<file path="src/design/kvt_pkg.sv">
// shared constants, command and status codes, and types of the keyed record table
package kvt_pkg;

  localparam int TABLE_ENTRIES = 64;
  localparam int IDX_W = (TABLE_ENTRIES > 1) ? $clog2(TABLE_ENTRIES) : 1;
  localparam int CNT_W = $clog2(TABLE_ENTRIES + 1);
  localparam int REMOVED_MAX = 127;

  localparam logic [2:0] OP_INSERT    = 3'd0;
  localparam logic [2:0] OP_DEL_KEY   = 3'd1;
  localparam logic [2:0] OP_DEL_SCORE = 3'd2;
  localparam logic [2:0] OP_UPDATE    = 3'd3;
  localparam logic [2:0] OP_LOOKUP    = 3'd4;

  localparam logic [1:0] ST_OK   = 2'd0;
  localparam logic [1:0] ST_DUP  = 2'd1;
  localparam logic [1:0] ST_FULL = 2'd2;
  localparam logic [1:0] ST_MISS = 2'd3;

  typedef struct packed {
    logic signed [31:0] key;
    logic [15:0]        score;
  } entry_t;

  typedef struct packed {
    logic [2:0]         op;
    logic signed [31:0] key;
    logic [15:0]        score;
  } req_t;

  typedef struct packed {
    logic [1:0]  status;
    logic [15:0] score_out;
    logic [6:0]  removed_count;
  } res_t;

endpackage

</file>
<file path="src/design/keyed_record_table.sv">
// top level of the keyed record table: request port, scan engine and result register
//
// a table of TABLE_ENTRIES records, each a signed 32-bit key and a Q8.8 score,
// with keys kept unique. commands arrive on the req channel (command,
// record_key, record_score) and each produces exactly one transaction on the
// rsp channel (status, score_out, removed_count), in order.
// every command walks the whole table through the one read port of the
// entry memory, one entry per cycle, and one command is in flight at a
// time: req_ready drops after acceptance and rises again once the result
// has moved into the output register.
// the output register frees the engine, so the next command can be taken
// while a result still waits; a stalled rsp_ready holds that result and
// then holds the engine once it has a second result ready.
// reset empties the table at once (valid bits and occupancy in flops) and
// clears both channels; the key and score memory is not cleared.
module keyed_record_table (
  input  logic               clk,
  input  logic               rst,
  input  logic               req_valid,
  output logic               req_ready,
  input  logic [2:0]         command,
  input  logic signed [31:0] record_key,
  input  logic [15:0]        record_score,
  output logic               rsp_valid,
  input  logic               rsp_ready,
  output logic [1:0]         status,
  output logic [15:0]        score_out,
  output logic [6:0]         removed_count
);
  import kvt_pkg::*;

  req_t req;
  res_t res;
  logic eng_idle;
  logic eng_valid;
  logic eng_ready;

  always_comb begin
    req.op    = command;
    req.key   = record_key;
    req.score = record_score;
  end

  assign req_ready = eng_idle;
  assign eng_ready = !rsp_valid || rsp_ready;

  kvt_engine u_engine (
    .clk      (clk),
    .rst      (rst),
    .start    (req_valid && eng_idle),
    .req      (req),
    .idle     (eng_idle),
    .res_valid(eng_valid),
    .res_ready(eng_ready),
    .res      (res)
  );

  always_ff @(posedge clk) begin
    if (rst) begin
      rsp_valid <= 1'b0;
    end else if (eng_ready) begin
      rsp_valid <= eng_valid;
      if (eng_valid) begin
        status        <= res.status;
        score_out     <= res.score_out;
        removed_count <= res.removed_count;
      end
    end
  end

endmodule

</file>
<file path="src/design/kvt_ram.sv">
// simple dual-port ram with one write port and one registered read port
module kvt_ram #(
  parameter int WIDTH = 48,
  parameter int DEPTH = 64,
  localparam int AW = (DEPTH > 1) ? $clog2(DEPTH) : 1
) (
  input  logic             clk,
  input  logic             we,
  input  logic [AW-1:0]    waddr,
  input  logic [WIDTH-1:0] wdata,
  input  logic [AW-1:0]    raddr,
  output logic [WIDTH-1:0] rdata
);

  logic [WIDTH-1:0] mem [DEPTH];

  always_ff @(posedge clk) begin
    if (we) begin
      mem[waddr] <= wdata;
    end
  end

  always_ff @(posedge clk) begin
    rdata <= mem[raddr];
  end

endmodule

</file>
<file path="src/design/kvt_engine.sv">
// scan engine: walks every table entry once per command and does read-modify-write
module kvt_engine (
  input  logic        clk,
  input  logic        rst,
  input  logic        start,
  input  kvt_pkg::req_t req,
  output logic        idle,
  output logic        res_valid,
  input  logic        res_ready,
  output kvt_pkg::res_t res
);
  import kvt_pkg::*;

  localparam logic [1:0] S_IDLE = 2'd0;
  localparam logic [1:0] S_SCAN = 2'd1;
  localparam logic [1:0] S_FIN  = 2'd2;

  logic [1:0]               state;
  req_t                     req_q;
  logic [CNT_W-1:0]         issue_idx;
  logic                     rd_pend;
  logic [IDX_W-1:0]         rd_idx;
  logic [TABLE_ENTRIES-1:0] valid_bits;
  logic [CNT_W-1:0]         occupancy;
  logic                     hit_found;
  logic                     free_found;
  logic [IDX_W-1:0]         free_idx;
  logic [CNT_W-1:0]         del_count;
  logic [15:0]              score_q;
  res_t                     res_q;

  logic                     issue_act;
  logic [IDX_W-1:0]         rd_addr;
  logic [$bits(entry_t)-1:0] rdata;
  entry_t                   ent;
  logic                     ent_v;
  logic                     key_hit;
  logic                     score_hit;
  logic                     scan_end;
  logic                     is_full;
  logic                     do_insert;
  logic                     do_update;
  logic                     we;
  logic [IDX_W-1:0]         waddr;
  entry_t                   wdata;
  res_t                     res_next;
  logic [6:0]               removed_sat;

  always_comb begin
    issue_act = (state == S_SCAN) && (issue_idx != CNT_W'(TABLE_ENTRIES));
    rd_addr   = issue_idx[IDX_W-1:0];
    ent       = entry_t'(rdata);
    ent_v     = valid_bits[rd_idx];
    key_hit   = rd_pend && ent_v && (ent.key == req_q.key);
    score_hit = rd_pend && ent_v && (ent.score == req_q.score);
    scan_end  = (state == S_SCAN) && !issue_act && !rd_pend;
    is_full   = (occupancy == CNT_W'(TABLE_ENTRIES)) || !free_found;
    do_insert = scan_end && (req_q.op == OP_INSERT) && !hit_found && !is_full;
    do_update = key_hit && (req_q.op == OP_UPDATE);
    we        = do_insert || do_update;
    waddr     = do_insert ? free_idx : rd_idx;
    wdata.key   = req_q.key;
    wdata.score = req_q.score;
  end

  kvt_ram #(
    .WIDTH($bits(entry_t)),
    .DEPTH(TABLE_ENTRIES)
  ) u_ram (
    .clk  (clk),
    .we   (we),
    .waddr(waddr),
    .wdata(wdata),
    .raddr(rd_addr),
    .rdata(rdata)
  );

  // removal count saturates at the width of the result field
  always_comb begin
    if (32'(del_count) > 32'(REMOVED_MAX)) begin
      removed_sat = 7'(REMOVED_MAX);
    end else begin
      removed_sat = 7'(del_count);
    end
  end

  always_comb begin
    res_next = '0;
    case (req_q.op)
      OP_INSERT: begin
        if (hit_found) begin
          res_next.status = ST_DUP;
        end else if (is_full) begin
          res_next.status = ST_FULL;
        end
      end
      OP_DEL_KEY, OP_DEL_SCORE: begin
        res_next.removed_count = removed_sat;
      end
      OP_UPDATE: begin
        if (!hit_found) begin
          res_next.status = ST_MISS;
        end
      end
      OP_LOOKUP: begin
        if (hit_found) begin
          res_next.score_out = score_q;
        end else begin
          res_next.status = ST_MISS;
        end
      end
      default: begin
        res_next = '0;
      end
    endcase
  end

  always_ff @(posedge clk) begin
    if (rst) begin
      state      <= S_IDLE;
      rd_pend    <= 1'b0;
      valid_bits <= '0;
      occupancy  <= '0;
    end else begin
      case (state)
        S_IDLE: begin
          if (start) begin
            req_q      <= req;
            issue_idx  <= '0;
            hit_found  <= 1'b0;
            free_found <= 1'b0;
            free_idx   <= '0;
            del_count  <= '0;
            score_q    <= '0;
            state      <= S_SCAN;
          end
        end
        S_SCAN: begin
          rd_pend <= issue_act;
          rd_idx  <= rd_addr;
          if (issue_act) begin
            issue_idx <= issue_idx + 1'b1;
          end
          if (rd_pend) begin
            // lowest free slot for an insert
            if (!ent_v && !free_found) begin
              free_found <= 1'b1;
              free_idx   <= rd_idx;
            end
            case (req_q.op)
              OP_INSERT, OP_UPDATE: begin
                if (key_hit) begin
                  hit_found <= 1'b1;
                end
              end
              OP_LOOKUP: begin
                if (key_hit) begin
                  hit_found <= 1'b1;
                  score_q   <= ent.score;
                end
              end
              OP_DEL_KEY: begin
                if (key_hit) begin
                  valid_bits[rd_idx] <= 1'b0;
                  del_count          <= del_count + 1'b1;
                end
              end
              OP_DEL_SCORE: begin
                if (score_hit) begin
                  valid_bits[rd_idx] <= 1'b0;
                  del_count          <= del_count + 1'b1;
                end
              end
              default: begin
              end
            endcase
          end
          if (scan_end) begin
            res_q <= res_next;
            if (do_insert) begin
              valid_bits[free_idx] <= 1'b1;
              occupancy            <= occupancy + 1'b1;
            end else if (req_q.op == OP_DEL_KEY || req_q.op == OP_DEL_SCORE) begin
              occupancy <= occupancy - del_count;
            end
            state <= S_FIN;
          end
        end
        S_FIN: begin
          if (res_ready) begin
            state <= S_IDLE;
          end
        end
        default: begin
          state <= S_IDLE;
        end
      endcase
    end
  end

  assign idle      = (state == S_IDLE);
  assign res_valid = (state == S_FIN);
  assign res       = res_q;

endmodule

</file>
<file path="config.mk">
export PLATFORM = sky130hd
export DESIGN_NAME = keyed_record_table
export DESIGN_NICKNAME = d
export VERILOG_FILES = /design/src/design/kvt_pkg.sv /design/src/design/keyed_record_table.sv /design/src/design/kvt_ram.sv /design/src/design/kvt_engine.sv
export SDC_FILE = /design/constraint.sdc
export NUM_CORES = 2
export LEC_CHECK = 0
export BUFFER_PORTS_ARGS = -buffer_cell sky130_fd_sc_hd__buf_2
export CAP_MARGIN = 25
export CORE_AREA = 2 2 464 512
export DETAILED_ROUTE_END_ITERATION = 10
export DIE_AREA = 0 0 466 514
export PLACE_DENSITY = 0.67
export SYNTH_ARGS = -nofsm -noshare
export SYNTH_HDL_FRONTEND = slang
export SYNTH_SLANG_ARGS = --single-unit
</file>
<file path="constraint.sdc">
create_clock -name clk -period 7.2 [get_ports clk]
set_clock_uncertainty 0.1 [all_clocks]
set_input_delay 0.36 -clock clk [delete_from_list [all_inputs] [get_ports clk]]
set_output_delay 0.36 -clock clk [all_outputs]
set_load 0.1 [all_outputs]
</file>
## Word-level counts from Yosys, hierarchy flattened

Memories as Yosys holds them, arrays and structs flattened. A register that Yosys moved wholly into a read port is not among the register bits.
Cells that the tools add are included.

| storage, ports and cells | value |
|---|---|
| bits in registers | 220 |
| memory bits (writable) | 3072 |
| output and inout bits | 27 |
| word-level logic and storage cells | 152 |
| memories | 1 |

| cells by class | value |
|---|---|
| add/subtract/negate cells | 4 |
| magnitude comparators | 4 |
| equal/unequal tests | 22 |
| multiplexer cells | 52 |
| bitwise operators | 4 |
| reductions and logical operators | 44 |

Memory list:

| name | depth | width | rd ports | clocked after Yosys merged registers in | write ports | RTL line | source |
|---|---|---|---|---|---|---|---|
| u_engine.u_ram.mem | 64 | 48 | 1 | 1 | 1 | kvt_ram.sv:15 | `logic [WIDTH-1:0] mem [DEPTH];` |

Operator list:

| kind | number |
|---|---|
| 2-to-1 mux 64 bit | 7 |
| case mux 64 bit (2 select lines) | 1 |
| AND 64 bit | 1 |
| 2-to-1 mux 16 bit | 4 |
| NOT 64 bit | 1 |
| bitwise OR 64 bit | 1 |
| 2-to-1 mux 7 bit | 7 |
| case mux 7 bit (2 select lines) | 3 |
| equality test 32 bit | 1 |
| case mux 16 bit (2 select lines) | 1 |
| 2-to-1 mux 6 bit | 4 |
| adder 7 x 1 -> 7 bit (second input constant) | 3 |
| equality test 16 bit | 1 |
| AND reduction 3 bit | 5 |
| logical AND 1 bit | 14 |
| < comparator 6 x 7 -> 1 bit (second input constant) | 2 |
| demux 1 bit (select 6 bit) | 2 |
| >= comparator 6 x 1 -> 1 bit (second input constant) | 2 |
| 2-to-1 mux 2 bit | 6 |
| inequality test 2 x 1 -> 1 bit (second input constant) | 6 |
| case mux 6 bit (2 select lines) | 1 |
| AND reduction 6 bit | 2 |
| 2-to-1 mux 1 bit | 11 |
| equality test 7 bit (second input constant) | 1 |
| other kinds (26) | 43 |

## Depth between registers and ports, before layout

| logic depth | value |
|---|---|
| word-level depth | 14 |
| depth in mapped cells | 21 |

## By module

From an unflattened synthesis, not the netlist that was laid out.

| second synthesis, totals | value |
|---|---|
| cell total of the unflattened synthesis | 6192 |
| area, all modules | 128659.6 um2 |

By module, submodules not included:

| module | times used | cells each | area each (um2) |
|---|---|---|---|
| kvt_ram | 1 | 5234 | 118034.5 |
| kvt_engine | 1 | 927 | 9813.2 |
| keyed_record_table | 1 | 31 | 812.0 |

## Worst setup path after synthesis

OpenSTA, ideal clock, no wires.

| timing | value |
|---|---|
| path kind | flip-flop to flip-flop |
| from | register u_engine.issue_idx[1] |
| to | memory u_engine.u_ram.mem[36][0] (enable) |
| arrival time | 5.988 ns |
| slack | 0.599 ns |
| stages on the path, launching flop included | 15 |
| path buffers | 6 |
| period minus slack after synthesis | 6.601 ns |
| cell sequence | edfxtp_1 clkbuf_1 clkbuf_1 buf_1 clkbuf_1 inv_1 ha_1 nand2_1 nor4_4 nand2_4 and2_1 nand2b_1 buf_2 buf_4 nor3_1 |

| between the ends | value |
|---|---|
| cells in the longest elaborated chain, start to end | 11 |
| elaborated cells between the ends (all ways) | 12 |

Ends and longest elaborated chain:

| what | RTL line | source |
|---|---|---|
| start: declaration | kvt_engine.sv:20 | `logic [CNT_W-1:0] issue_idx;` |
| start signal: assignment | kvt_engine.sv:142 | `issue_idx <= issue_idx + 1'b1;` |
| inequality test 7 bit (*) | kvt_engine.sv:50 | `issue_act = (state == S_SCAN) && (issue_idx != CNT_W'(TABLE_ENTRIES));` |
| logical AND 1 bit (*) | kvt_engine.sv:50 |  |
| zero test 1 bit (*) | kvt_engine.sv:56 | `scan_end = (state == S_SCAN) && !issue_act && !rd_pend;` |
| logical AND 1 bit (*) (2 in a row) | kvt_engine.sv:56 |  |
| logical AND 1 bit (*) (3 in a row) | kvt_engine.sv:58 | `do_insert = scan_end && (req_q.op == OP_INSERT) && !hit_found && !is_full;` |
| logical OR 1 bit | kvt_engine.sv:60 | `we = do_insert \|\| do_update;` |
| 2-to-1 mux 1 bit | kvt_ram.sv:18 | `if (we) begin` |
| 2-to-1 mux 1 bit (implied by the code) | kvt_ram.sv:19 | `mem[waddr] <= wdata;` |
| end: declaration | kvt_ram.sv:15 |  |

Every way passes the cells marked *; elsewhere a longest branch is shown, timed or not.

## Final worst setup path

| timing | value |
|---|---|
| from | register u_engine.req_q[16] (netlist name) |
| to | memory u_engine.u_ram.mem[40][34] (enable) |

| between the ends | value |
|---|---|
| cells in the longest elaborated chain, start to end | 6 |

Ends and longest elaborated chain:

| what | RTL line | source |
|---|---|---|
| start: declaration | kvt_engine.sv:19 | `req_t req_q;` |
| start signal: assignment | kvt_engine.sv:128 | `req_q <= req;` |
| equality test 32 bit | kvt_engine.sv:54 | `key_hit = rd_pend && ent_v && (ent.key == req_q.key);` |
| logical AND 1 bit | kvt_engine.sv:54 |  |
| logical AND 1 bit | kvt_engine.sv:59 | `do_update = key_hit && (req_q.op == OP_UPDATE);` |
| logical OR 1 bit | kvt_engine.sv:60 |  |
| 2-to-1 mux 1 bit | kvt_ram.sv:18 |  |
| 2-to-1 mux 1 bit (implied by the code) | kvt_ram.sv:19 |  |

No other way between the ends.

==> metrics.md <==
| Metric | Value |
|---|---|
| Post-route clock period utilization | `0.7563` |
| # DRC | `0` |
| Critical path class | `flop to flop` |
| Worst setup SP type | `flop` |
| Ys flop type | `edfxtp_1` |
| CTS H-tree lvls | `5` |
| IO Pins | `82` |
| Nets | `5933` |
| Post-synth EDFFs | `3217` |
| Worst-margin pin slew | `1.094 ns` |
| Skew-Pair Late Insertion Delay | `0.98 ns` |
| Port Buffers | `81` |
| First-pass GRT wire length | `~460 mm` |
| Ys async rst share | `0` |
| Starting DRT DRC Count | `just under 9k` |
| Vias per inst | `6.696` |
| Clk sinks | `3340` |
| Share of layout cells above drive strength 1 | `0.3118` |
| Full die area | `around 240000 um^2` |
| RSZ-0062 raised after global routing | `false` |
| VDD IR max | `roughly 290 uV` |
| Dpl cells | `8564` |
| Placeable Area | `234700 um^2` |
| HP Class | `input pin to flop` |
| Minimum clock period | `5.446 ns` |
| Leading area contributor after synthesis | `edfxtp_1` |
| Ys Warns | `0` |
| Initial antenna violation count | `11` |
| CTS hold repair buffers | `74` |
| Most common cell in the netlist | `edfxtp_1` |
| Arrival @ worst endpoint | `around 6 ns` |
| Clk pin slew, worst setup/hold paths | `approximately 0.060 ns` |
| P&R area growth vs syn | `13.32%` |
| Leakage | `44.93 nW` |
| Total gr overflow | `0` |
| Antenna viol nets, final | `0` |
| Slowest CP cell | `nor2_4` |
| Post-Route WL | `327.1 mm` |
| Net count after synthesis | `5491` |
| Fmax | `0.1836 GHz` |
| Vias in the first global route | `around 60k` |
| Final HPWL DP | `180.3 mm` |
| DR pass1 iterations | `6` |
| CP Cell Sequence | `buf_4, xnor2_1, nand4_1, nor4_2, nand2_1, a2111oi_2, o21ai_2, nor2_4, buf_4` |
| Seq/Total Area, Yosys | `0.7726` |
| DIE HEIGHT | `just over 500 um` |
| Post_cts resized | `0` |
| Top cell type's share of synthesized area | `0.7534` |
| Initial core utilization | `0.5464` |
| WL/cell | `35.38 um` |
| Netlist cell types | `86` |
| Post-Synthesis Cells | `between 5k and 6k` |
| CTS max path bufs | `4` |
| Fill cells | `between 15k and 20k` |
| Worst Setup End Kind | `flop` |
| Max Slew Vio Count | `0` |
| CTS tree | `done` |
| Synth area leaders | `edfxtp_1 (75%), mux4_2 (18%), dfxtp_1 (1.9%)` |
| Status | `complete, no violations` |
| Pwr/cell area | `294.6 nW/um^2` |
| Hold Fails Final Rpt | `0` |
| Vias | `61.89k` |
| GRT Resource Usage Total | `0.2750` |
| Horiz. Die Dim | `roughly 470 um` |
| Synth Register Bits | `3340` |
| Slew HR | `0.2688` |
| FP Rows | `roughly 190` |
| Maximum Capacitance Violations | `0` |
| Setup TNS | `0 ns` |
| Inserted Clock Buffers | `341` |
| Fin util | `0.6191` |
| Layout Cells excl Fill | `a little over 9k` |
| Buffers inserted by post-CTS timing repair | `0` |
| Final setup violation count | `0` |
| Synth cell count leaders | `edfxtp_1 (3217), mux4_2 (1011), clkbuf_1 (168)` |
| GP Congestion | `0.8666` |
| Hold WS | `0.04930 ns` |
| Cell Area, Synth | `128200 um^2` |
| Largest net degree at the start of global routing | `137` |
| Critical Path Fanout Max | `65` |
| Most frequent CP cell | `buf_4` |
| Required time worst endpoint | `7.66 ns` |
| CP peak stage delay | `0.94 ns` |
| CTS root buffer | `clkbuf_16` |
| Synth Area per Inst | `23.63 um^2` |
-- final timing paths --
path,endpoint,cells past startpoint,start,slack [ns]
setup reg to reg,u_engine.u_ram.mem[40][34]$_DFFE_PP_,9,u_engine.req_q[16]$_DFFE_PP_,1.75
setup / recovery,u_engine.u_ram.mem[40][34]$_DFFE_PP_,9,u_engine.req_q[16]$_DFFE_PP_,1.75
hold / removal,u_engine.req_q[49]$_DFFE_PP_,2,command[1],0.05
hold reg to reg,removed_count[2]$_DFFE_PP_,0,u_engine.res[2]$_SDFFCE_PP0P_,0.32
-- registers in the layout, indices dropped and copies added (netlist names), 6 cells and up --
name	count
removed_count	7
score_out	16
u_engine.del_count	7
u_engine.free_idx	6
u_engine.issue_idx	7
u_engine.occupancy	7
u_engine.rd_idx	6
u_engine.req_q	51
u_engine.res	25
u_engine.score_q	16
u_engine.u_ram.mem	3072
u_engine.u_ram.rdata	48
u_engine.valid_bits	64
-- power by group --
part / total (mW) / internal [mW] / switching, mW
combinational: 3.92 / 1.75 / 2.17
sequential: 21.8 / 21.6 / 0.199
clock: 17.1 / 9.99 / 7.11
total: 42.8 / 33.3 / 9.48
-- critical path: cells and delay by family (launching register included) --
family,cells,cell delay [ns]
simple gates,4,1.87
buf+inv,2,1.02
compound gates,2,0.99
xor+xnor,1,0.62
flops,1,0.36
-- routing by layer --
layer | GRT usage | vias up | share of wire
met5 | 0 | - | 0.00046
met4 | 0.06605 | 4 | 0.022
met3 | 0.06095 | 485 | 0.10
met2 | 0.4289 | 3575 | 0.48
met1 | 0.4022 | 33620 | 0.39
li1 | - | 24200 | -
-- cell families (layout without fill, tap and decap cells) --
family / Yosys count / count (layout) / synth area share
mux: 1031 / 1031 / 0.1798
simple gates: 375 / 375 / 0.01626
compound gates: 283 / 283 / 0.01465
buf+inv: 318 / 1013 / 0.01095
fa+ha+maj: 11 / 11 / 0.001132
flops: 3340 / 3340 / 0.7726
xor+xnor: 67 / 67 / 0.004577
other cells: 0 / 5 / 0
-- cell type report --
type,instances,area (um^2),area share
multi-input cells,1767,28300,0.1948
inverters,22,82.58,0.0005684
repair buffers,395,3263,0.02246
flip-flops and latches,3340,99070,0.6819
diodes,5,12.51,0.00008612
clock inverters,164,1543,0.01062
well taps,3118,3901,0.02685
clock buffers,432,9123,0.06279
-- layout by cell type, fill, tap and decap left out, drive strengths merged, types with 12 or more instances in the layout --
cell type       n
edfxtp       3217
buf           321
inv            26
a31oi          24
a32oi          14
dlygate4sd3    74
clkbuf        432
bufinv         30
and3           13
nand2          80
mux4         1016
nor2           71
and2           55
a21boi         20
clkinv        121
a21oi          54
nand2b         12
mux2i          14
nand3          26
nor3           50
dfxtp         123
o21ai          73
o21a           14
nand4          19
a22oi          38
xnor2          57
-- metrics by stage --
| step | power (mW) | instance area [um^2] | setup WS [ns] |
|---|---|---|---|
| after CTS | 43.03 | 145200 | 1.717 |
| after detailed placement | 26.11 | 133800 | 1.789 |
| after global routing | 43.94 | 145300 | 1.605 |
| after floorplan | 24.76 | 128200 | 0.5992 |
| final | 42.80 | 145300 | 1.754 |
| after global placement | 26.06 | 133600 | 1.836 |
(Power assumes the default switching activity.)
